$ cat src/hw/rtl/itrt_pkg.sv
`default_nettype none

package itrt_pkg;

  // width of the converted integer, 8..64
  localparam int VALUE_WIDTH = 64;

  // divider step counter and digit counter widths
  localparam int STEP_W  = $clog2(VALUE_WIDTH);
  localparam int COUNT_W = $clog2(VALUE_WIDTH + 1);

  localparam logic [4:0] BASE_MIN     = 5'd2;
  localparam logic [4:0] BASE_MAX     = 5'd16;
  localparam logic [4:0] BASE_DECIMAL = 5'd10;

  localparam logic [7:0] CHAR_MINUS = 8'h2d;
  localparam logic [7:0] CHAR_NONE  = 8'h00;

  typedef struct packed {
    logic        kind;
    logic [63:0] value;
    logic [4:0]  base;
  } item_t;

  typedef struct packed {
    logic [7:0] character;
    logic       last;
    logic       base_invalid;
  } text_t;

  typedef struct packed {
    logic                   done;
    logic [VALUE_WIDTH-1:0] quotient;
    logic [3:0]             remainder;
  } div_res_t;

  // digit value to lower-case ascii glyph
  function automatic logic [7:0] digit_glyph(input logic [3:0] d);
    logic [7:0] g;
    if (d < 4'd10) begin
      g = 8'h30 + {4'd0, d};
    end else begin
      g = 8'h61 + {4'd0, d} - 8'd10;
    end
    return g;
  endfunction

endpackage

`default_nettype wire

$ cat src/hw/rtl/itrt_divider.sv
`default_nettype none

// restoring divider, one quotient bit per cycle
module itrt_divider (
  input  wire logic                             clk,
  input  wire logic                             rst,
  input  wire logic                             start,
  input  wire logic [itrt_pkg::VALUE_WIDTH-1:0] dividend,
  input  wire logic [4:0]                       divisor,
  output itrt_pkg::div_res_t                    res
);

  logic                             busy;
  logic                             done;
  logic [itrt_pkg::STEP_W-1:0]      step;
  logic [itrt_pkg::VALUE_WIDTH-1:0] dvd;
  logic [3:0]                       rem;
  logic [4:0]                       dsr;

  logic [4:0] trial;
  logic       ge;
  logic [4:0] diff;

  always_comb begin
    trial = {rem, dvd[itrt_pkg::VALUE_WIDTH-1]};
    ge    = (trial >= dsr);
    diff  = trial - dsr;
  end

  always_ff @(posedge clk) begin
    if (rst) begin
      busy <= 1'b0;
      done <= 1'b0;
      step <= '0;
    end else begin
      done <= 1'b0;
      if (start) begin
        busy <= 1'b1;
        step <= '0;
        dvd  <= dividend;
        rem  <= 4'd0;
        dsr  <= divisor;
      end else if (busy) begin
        dvd  <= {dvd[itrt_pkg::VALUE_WIDTH-2:0], ge};
        rem  <= ge ? diff[3:0] : trial[3:0];
        step <= step + 1'b1;
        if (step == itrt_pkg::STEP_W'(itrt_pkg::VALUE_WIDTH - 1)) begin
          busy <= 1'b0;
          done <= 1'b1;
        end
      end
    end
  end

  assign res.done      = done;
  assign res.quotient  = dvd;
  assign res.remainder = rem;

endmodule

`default_nettype wire

$ cat src/hw/rtl/integer_to_radix_text_unit.sv
`default_nettype none

// integer to ascii text in radix 2..16. each input transaction carries a
// signedness mode, a value (low VALUE_WIDTH bits used) and a base; the unit
// returns one output transaction per character, most significant digit first,
// lower-case a-f above 9, last set on the final character. a negative signed
// value is converted by its magnitude and gets a leading '-' in base 10 only.
// a base outside 2..16 gives a single transaction with character 0, last and
// base_invalid set. digits are produced least significant first by a
// shared bit-serial divider, then drained from the digit stack at one
// character per cycle while text_stall is low. item_stall is high
// during reset and from acceptance until the last character has entered the
// output register; that register lets the next item in while the last
// character still waits on text_stall.
module integer_to_radix_text_unit (
  input  wire logic            clk,
  input  wire logic            rst,
  input  wire logic            item_valid,
  output      logic            item_stall,
  input  wire itrt_pkg::item_t item,
  output      logic            text_valid,
  input  wire logic            text_stall,
  output      itrt_pkg::text_t text
);

  typedef enum logic [2:0] {
    IDLE,
    DIVIDE,
    INVALID,
    SIGN,
    DIGITS
  } state_t;

  state_t state;

  // latched per-transaction context
  logic [4:0]                   base;
  logic                         negative;
  logic [itrt_pkg::COUNT_W-1:0] count;

  // digit stack, newest digit at the top
  logic [3:0] stack [itrt_pkg::VALUE_WIDTH];

  // divider hookup
  logic                             div_start;
  logic [itrt_pkg::VALUE_WIDTH-1:0] div_dividend;
  logic [4:0]                       div_divisor;
  itrt_pkg::div_res_t               div_res;

  logic [itrt_pkg::VALUE_WIDTH-1:0] raw;
  logic                             raw_negative;
  logic [itrt_pkg::VALUE_WIDTH-1:0] magnitude;
  logic                             accept;
  logic                             base_ok;
  logic                             can_load;
  logic                             emit;
  logic                             more_digits;

  assign item_stall = rst || (state != IDLE);

  always_comb begin
    raw          = item.value[itrt_pkg::VALUE_WIDTH-1:0];
    raw_negative = item.kind & raw[itrt_pkg::VALUE_WIDTH-1];
    magnitude    = raw_negative ? (~raw + 1'b1) : raw;
    base_ok      = item.base inside {[itrt_pkg::BASE_MIN:itrt_pkg::BASE_MAX]};
    accept       = item_valid && !item_stall;
    can_load     = !text_valid || !text_stall;
    emit         = can_load && (state inside {INVALID, SIGN, DIGITS});
    more_digits  = (div_res.quotient != '0);
  end

  // start on an accepted item with a legal base, and again on each quotient that is still nonzero
  always_comb begin
    div_start    = 1'b0;
    div_dividend = magnitude;
    div_divisor  = base;
    if (accept && base_ok) begin
      div_start   = 1'b1;
      // base register loads on this same edge, so pass the incoming base through
      div_divisor = item.base;
    end else if ((state == DIVIDE) && div_res.done && more_digits) begin
      div_start    = 1'b1;
      div_dividend = div_res.quotient;
    end
  end

  itrt_divider u_divider (
    .clk      (clk),
    .rst      (rst),
    .start    (div_start),
    .dividend (div_dividend),
    .divisor  (div_divisor),
    .res      (div_res)
  );

  always_ff @(posedge clk) begin
    if (rst) begin
      state      <= IDLE;
      text_valid <= 1'b0;
      count      <= '0;
    end else begin
      // a new character loads, otherwise the held one stays until taken
      text_valid <= emit || (text_valid && text_stall);
      case (state)
        IDLE: begin
          if (accept) begin
            base     <= item.base;
            negative <= raw_negative;
            count    <= '0;
            state    <= base_ok ? DIVIDE : INVALID;
          end
        end
        DIVIDE: begin
          if (div_res.done) begin
            for (int i = itrt_pkg::VALUE_WIDTH - 1; i > 0; i--) begin
              stack[i] <= stack[i-1];
            end
            stack[0] <= div_res.remainder;
            count    <= count + 1'b1;
            if (!more_digits) begin
              state <= (negative && (base == itrt_pkg::BASE_DECIMAL)) ? SIGN : DIGITS;
            end
          end
        end
        INVALID: begin
          if (can_load) begin
            text.character    <= itrt_pkg::CHAR_NONE;
            text.last         <= 1'b1;
            text.base_invalid <= 1'b1;
            state             <= IDLE;
          end
        end
        SIGN: begin
          if (can_load) begin
            text.character    <= itrt_pkg::CHAR_MINUS;
            text.last         <= 1'b0;
            text.base_invalid <= 1'b0;
            state             <= DIGITS;
          end
        end
        DIGITS: begin
          if (can_load) begin
            text.character    <= itrt_pkg::digit_glyph(stack[0]);
            text.last         <= (count == itrt_pkg::COUNT_W'(1));
            text.base_invalid <= 1'b0;
            for (int i = 0; i < itrt_pkg::VALUE_WIDTH - 1; i++) begin
              stack[i] <= stack[i+1];
            end
            count <= count - 1'b1;
            if (count == itrt_pkg::COUNT_W'(1)) begin
              state <= IDLE;
            end
          end
        end
        default: begin
          state <= IDLE;
        end
      endcase
    end
  end

endmodule

`default_nettype wire

$ cat config.mk
export PLATFORM = sky130hd
export DESIGN_NAME = integer_to_radix_text_unit
export DESIGN_NICKNAME = d
export VERILOG_FILES = /design/src/hw/rtl/itrt_pkg.sv /design/src/hw/rtl/itrt_divider.sv /design/src/hw/rtl/integer_to_radix_text_unit.sv
export SDC_FILE = /design/constraint.sdc
export NUM_CORES = 1
export LEC_CHECK = 0
export ABC_AREA = 1
export BUFFER_PORTS_ARGS = -buffer_cell sky130_fd_sc_hd__buf_2
export CORE_MARGIN = 1
export CORE_UTILIZATION = 45
export DETAILED_ROUTE_END_ITERATION = 12
export HOLD_SLACK_MARGIN = 0.08
export SETUP_SLACK_MARGIN = 0.5
export SLEW_MARGIN = 20
export SYNTH_ARGS = -nofsm -noshare
export SYNTH_HDL_FRONTEND = slang
export SYNTH_SLANG_ARGS = --single-unit
$ cat constraint.sdc
create_clock -name clk -period 4.7 [get_ports clk]
set_clock_uncertainty 0.05 [all_clocks]
set_input_delay 0.47 -clock clk [delete_from_list [all_inputs] [get_ports clk]]
set_output_delay 0.47 -clock clk [all_outputs]
set_load 0.05 [all_outputs]
; ---- Word level (Yosys, flattened, before mapping)
; Memory sizes are Yosys's and may differ from the RTL's.
; Cells that the tools add are included.
[classes]
n_mux = 104
n_addsub = 8
reduce_logical = 29
order_cmp = 4
bitwise = 67
n_eq_ne = 15
[op_table]
columns = cell, count
row1 = 64-bit 2-to-1 mux, 5
row2 = 4-bit 2-to-1 mux, 65
row3 = "64-bit by 1-bit adder with 64-bit output, second input constant", 1
row4 = 64-bit NOT, 1
row5 = 64-bit nonzero test, 1
row6 = 1-bit OR, 63
row7 = 10-bit 2-to-1 mux, 3
row8 = 10-bit one-hot mux with 3 select lines, 1
row9 = 3-bit 2-to-1 mux, 8
row10 = 7-bit 2-to-1 mux, 3
row11 = 7-bit one-hot mux with 3 select lines, 1
row12 = 3-bit one-hot mux with 5 select lines, 1
row13 = 1-bit 2-to-1 mux, 14
row14 = "2-bit != test, second input constant", 5
row15 = 3-bit nonzero test, 3
row16 = "7-bit by 4-bit adder with 8-bit output, first input constant", 1
row17 = 1-bit logical AND, 8
row18 = 8-bit 2-to-1 mux, 1
row19 = "8-bit by 4-bit subtractor with 8-bit output, second input constant", 1
row20 = "6-bit by 4-bit adder with 7-bit output, first input constant", 1
row21 = "7-bit by 1-bit adder with 7-bit output, second input constant", 1
row22 = "7-bit by 1-bit == test with 1-bit output, second input constant", 1
row23 = 7-bit AND reduction, 1
row24 = "7-bit by 1-bit subtractor with 7-bit output, second input constant", 1
row25 = 27 further kinds, 36
[word_totals]
input_bits = 74
register_bits = 108
elab_cells = 242
mem_count = 1
output_inout_bits = 12
mem_bits_rw = 256
[memory_table]
columns = name, depth, width, rd, rd_clocked_by_memory_dff, wr, line
row1 = stack, 64, 4, 64, 0, 64, integer_to_radix_text_unit.sv:42  ; logic [3:0] stack [itrt_pkg::VALUE_WIDTH];

; ---- Depth between registers and ports, before layout
[depth]
ltp_word = 8
mapped_depth = 13
depth_no_buf = 12

; ---- Cells and area by module
; From an unflattened synthesis, not the netlist that was laid out.
[hier_totals]
cells_unflattened = 2213
area_unflattened_um2 = 18970.7
[by_module_without_submodules]
columns = mod, instances, seq_area_each_um2, cells_each, area_each_um2
row1 = integer_to_radix_text_unit, 1, 8358.0, 1828, 15294.7
row2 = itrt_divider, 1, 2352.3, 385, 3676.0

; ---- Worst setup path before layout
; Ideal clock, no wire load.
[synth_path]
kind = reg2reg
startpoint = register text_valid
endpoint = memory stack[0][0], enable pin
slack_ps = -91
period_less_slack_ps = 4791
path_buffers = 1
stages_incl_launch_ff = 8
setup_time_ps = 509
required_ps = 4141
arrival_ps = 4232
path_cell_list = dfxtp_1 > nand2_1 > inv_1 > nor2_1 > inv_1 > nor2_4 > buf_2 > or2_2
[synth_rtl]
columns = element, line
row1 = "start, declared", integer_to_radix_text_unit.sv:21  ; output logic text_valid,
row2 = "start signal, assigned", integer_to_radix_text_unit.sv:103  ; text_valid <= emit || (text_valid && text_stall);
row3 = "end, declared", integer_to_radix_text_unit.sv:42

; ---- Worst setup path after layout
[layout_path]
startpoint = input item[2] (netlist bit)
endpoint = register u_divider.dvd[39] (netlist bit), enable pin
[layout_via]
elab_chain_len = 6
word_cells_on_any_way = 8
cone_classes = order compare: 2 / eq/ne: 1 / mux: 1 / reduce/logical: 4
[layout_rtl]
columns = element, line
row1 = "start, declared", integer_to_radix_text_unit.sv:20  ; input wire itrt_pkg::item_t item,
row2 = 5-bit by 2-bit >= comparator with 1-bit output or 5-bit <= comparator (tied branches), integer_to_radix_text_unit.sv:65  ; base_ok = item.base inside {[itrt_pkg::BASE_MIN:itrt_pkg::BASE_MAX]};
row3 = 1-bit logical AND *, integer_to_radix_text_unit.sv:65
row4 = 1-bit logical AND *, integer_to_radix_text_unit.sv:77  ; if (accept && base_ok) begin
row5 = 1-bit 2-to-1 mux, integer_to_radix_text_unit.sv:77
row6 = 3-bit != test (no line) or 2-bit nonzero test (tied branches), --
row7 = 3-bit AND reduction (no line) *, --
row8 = "end signal, assigned", itrt_divider.sv:40  ; dvd <= dividend;
row9 = "end signal, assigned", itrt_divider.sv:44  ; dvd <= {dvd[itrt_pkg::VALUE_WIDTH-2:0], ge};
row10 = "end, declared", itrt_divider.sv:16  ; logic [itrt_pkg::VALUE_WIDTH-1:0] dvd;
; Every way passes the cells marked *; elsewhere a longest branch is shown, timed or not.
; A chain may end at the register's enable or synchronous reset.

==> results by group <==
Global route
  • First-pass GRT wire length: 62900 µm
  • Antenna violations before repair: 0
  • Largest net degree at the start of global routing: 259
  • Grt total ovfl: 0
  • Vias in the first global route: 12871
  • GRT Util Overall: 18.5%

Synth
  • Post-Syn Area: 0.0182 mm²
  • Mapped Cells: 2076
  • Post-synth cell types: 42
  • Synth Register Bits: 363
  • Post-Syn Nets: 2162
  • Synth warn: 0
  • Sequential element share of the synthesized area: 58.9%
  • Avg Inst Size Synth: 8.76 µm²

CTS
  • H-tree Lvls: 2
  • CTS Buf Count: 39
  • Root Buffer: clkbuf_16
  • TritonCTS clock tree: done
  • Setup repair bufs after CTS: 0
  • TritonCTS sink count: 363
  • Clock-pin slew on the worst setup and hold paths: 0.07 ns
  • Latest clock arrival within the worst-skew pair: 0.55 ns
  • CTS Buffer Depth: 3

Worst setup path
  • Max incr delay on CP: 0.65 ns
  • Buf/Inv on CP: 5
  • Startpoint types: primary input
  • Cell Chain, Critical Path: dlygate4sd3_1, buf_2, inv_1, nand3_1, o21ai_0, nand2_1, inv_1, o21ai_0, nor2_4, buf_4
  • CP max stage cell: buf_4
  • Setup crit end kind: register
  • WS Path Type: primary input to register
  • CP Data Arrival Time: 3.01 ns
  • Critical Path RT: 4.80 ns
  • Highest net fanout along the worst path: 64
  • Top delay family on crit path: buffers and inverters
  • Reg2Reg Setup Slack: 1.88 ns

Run
  • Max_cap viols: 0

Placement
  • Placer Congestion: 0.940
  • IO Port Bufs: 84
  • Hpwl dp: 24800 µm
  • DP Cell Count: 2614
  • Placed inst area: 0.0189 mm²
  • Worst slack, placed: 1.49 ns

Floorplanning
  • Starting Density: 45.7%
  • Core area: 0.0398 mm²
  • Total die area: 0.0412 mm²
  • IO Count: 86
  • Row count: 73
  • Die X: 203 µm
  • Die Y: 203 µm

Layout
  • Final net count: 2221
  • Final instance count without filler cells: 2688
  • Fill count: 3831
  • Design area: 0.0202 mm²
  • Antenna cells: 0
  • Share of layout cells above drive strength 1: 8.32%
  • Area grow syn2layout: 11.0%

STA
  • Fmax: 344 MHz
  • Final setup viols: 0
  • Post-layout min period: 2.91 ns
  • Final Cycle Share: 61.9%
  • Total negative setup slack: 0 ns
  • Fin. max-slew vios: 0
  • Final hold vios: 0
  • Worst-margin pin slew: 1.12 ns
  • PnR worst setup slack: 1.79 ns
  • Slew Limit Headroom: 25.3%
  • RSZ-0062 raised after global routing: no

Drt
  • Remaining DRCs: 0
  • Vias: 13420
  • WL/cell: 13.9 µm
  • Routed Antenna Nets: 0
  • Initial DRT Pass Iterations: 5
  • Initial DRC count: 1008
  • WL final: 37200 µm
  • Vias per Instance: 4.99

Power and ir drop
  • Leak: 8.36 nW
  • Peak VDD IR: 240 µV
  • Pwr Density: 438 mW/mm²

Run status
  • Outcome: complete, no violations

Min path
  • Hold/Removal Path Class: primary input to register
[synthesized netlist by cell type, drive strengths merged]
cell type	count	area, µm²
nand3	73	365
nor3	4	36.3
conb	1	3.75
o221ai	1	8.76
fa	1	20.0
xnor2	23	201
o22ai	1	6.26
clkbuf	16	60.1
o31ai	2	15.0
nor2	197	781
nor4	1	6.26
or2	2	12.5
mux2i	1	10.0
inv	140	526
buf	67	419
a22o	4	35.0
nand3b	7	52.6
o21ai	156	792
edfxtp	344	10300
dfxtp	19	380
o21bai	2	18.8
xor2	19	166
a21oi	18	97.6
ha	11	138
nand2	940	3540
nand4	25	156
a31oi	1	6.26
[cells in the final DEF (no fill, tap or decap), types with 7 or more instances in the layout]
| master | n |
|---|---|
| dfxtp_1 | 19 |
| edfxtp_1 | 344 |
| nand3_1 | 73 |
| buf_2 | 84 |
| a21oi_1 | 16 |
| buf_4 | 9 |
| xnor2_1 | 23 |
| nand2_1 | 937 |
| nand4_1 | 25 |
| o21ai_1 | 40 |
| ha_1 | 11 |
| inv_1 | 133 |
| nand3b_1 | 7 |
| nor2_1 | 189 |
| xor2_1 | 19 |
| clkbuf_16 | 40 |
| clkinv_2 | 8 |
| o21ai_0 | 113 |
| clkbuf_1 | 8 |
[repair_timing]
item	in CTS	in global routing
hold endpoints to repair	5	0
hold buffers	5	0
resized for setup	0	0
[final cells by class]
class	instances	area (µm²)	share of cell area (%)
Tap cell	525	657	3.25
Inverter	140	527	2.61
Multi-Input combinational cell	1490	6490	32.1
Timing Repair Buffer	101	598	2.96
Sequential cell	363	10700	53.1
Clock inverter	20	163	0.806
Clock buffer	49	1040	5.18
[per-layer routing]
layer / share of wire [%] / GRT usage (%) / wire (µm)
met1: 49 / 27.1 / 18400
met2: 44 / 28.2 / 16500
met3: 4.5 / 3.05 / 1680
met4: 1.7 / 5.32 / 632
met5: 0 / 0 / 0
[worst paths after layout]
check | depth (start not counted) | to | from
setup / recovery | 10 | u_divider.dvd[39]$_DFFE_PP_ | item[2]
hold / removal | 3 | u_divider.dvd[63]$_DFFE_PP_ | item[68]
setup reg to reg | 9 | stack[0][47]$_DFFE_PP_ | state[2]$_SDFFE_PP0P_
hold reg to reg | 0 | stack[0][252]$_DFFE_PP_ | stack[0][248]$_DFFE_PP_
[worst reg2reg max path, delay by kind of cell (launching register included)]
family | cells | cell delay, ns
compound gates | 1 | 0.08
buf+inv | 5 | 1.46
flops | 1 | 0.45
simple gates | 3 | 0.47
[where the power goes]
part / switching (mW) / total [mW] / internal [mW]
Sequential: 0.211 / 4.37 / 4.16
Combinational: 1.09 / 1.54 / 0.449
Clock: 1.23 / 2.93 / 1.69
Total: 2.53 / 8.84 / 6.30
[stage by stage]
stage / utilization (%) / hold WS (ns) / power [mW]
after global routing: 50.7 / 0.178 / 9.32
after CTS: 50.7 / 0.168 / 8.94
after global placement: 47.5 / 0.378 / 5.94
after floorplan: - / 0.377 / 5.59
after detailed placement: 47.5 / 0.398 / 5.98
final: 50.7 / 0.197 / 8.84
[flip-flops by register name, indices dropped and copies added, names as in the netlist, 3 cells and up]
| name | cells |
|---|---|
| state | 3 |
| count | 7 |
| u_divider.step | 6 |
| base | 5 |
| u_divider.rem | 4 |
| text | 9 |
| u_divider.dvd | 64 |
| stack | 256 |
| u_divider.dsr | 5 |
[cell families (layout without fill, tap and decap cells)]
| group | Yosys count | after routing | synth area share (%) |
|---|---|---|---|
| AO/OA/AOI/OAI | 185 | 185 | 5.39 |
| adder cells (fa/ha/maj) | 12 | 12 | 0.867 |
| AND/OR/NAND/NOR | 1249 | 1249 | 27.2 |
| buffers and inverters | 223 | 310 | 5.53 |
| flip-flops | 363 | 363 | 58.9 |
| other | 1 | 1 | 0.0206 |
| multiplexers | 1 | 1 | 0.0550 |
| XOR/XNOR | 42 | 42 | 2.02 |
Note: power is estimated with default switching activity, not from simulation.
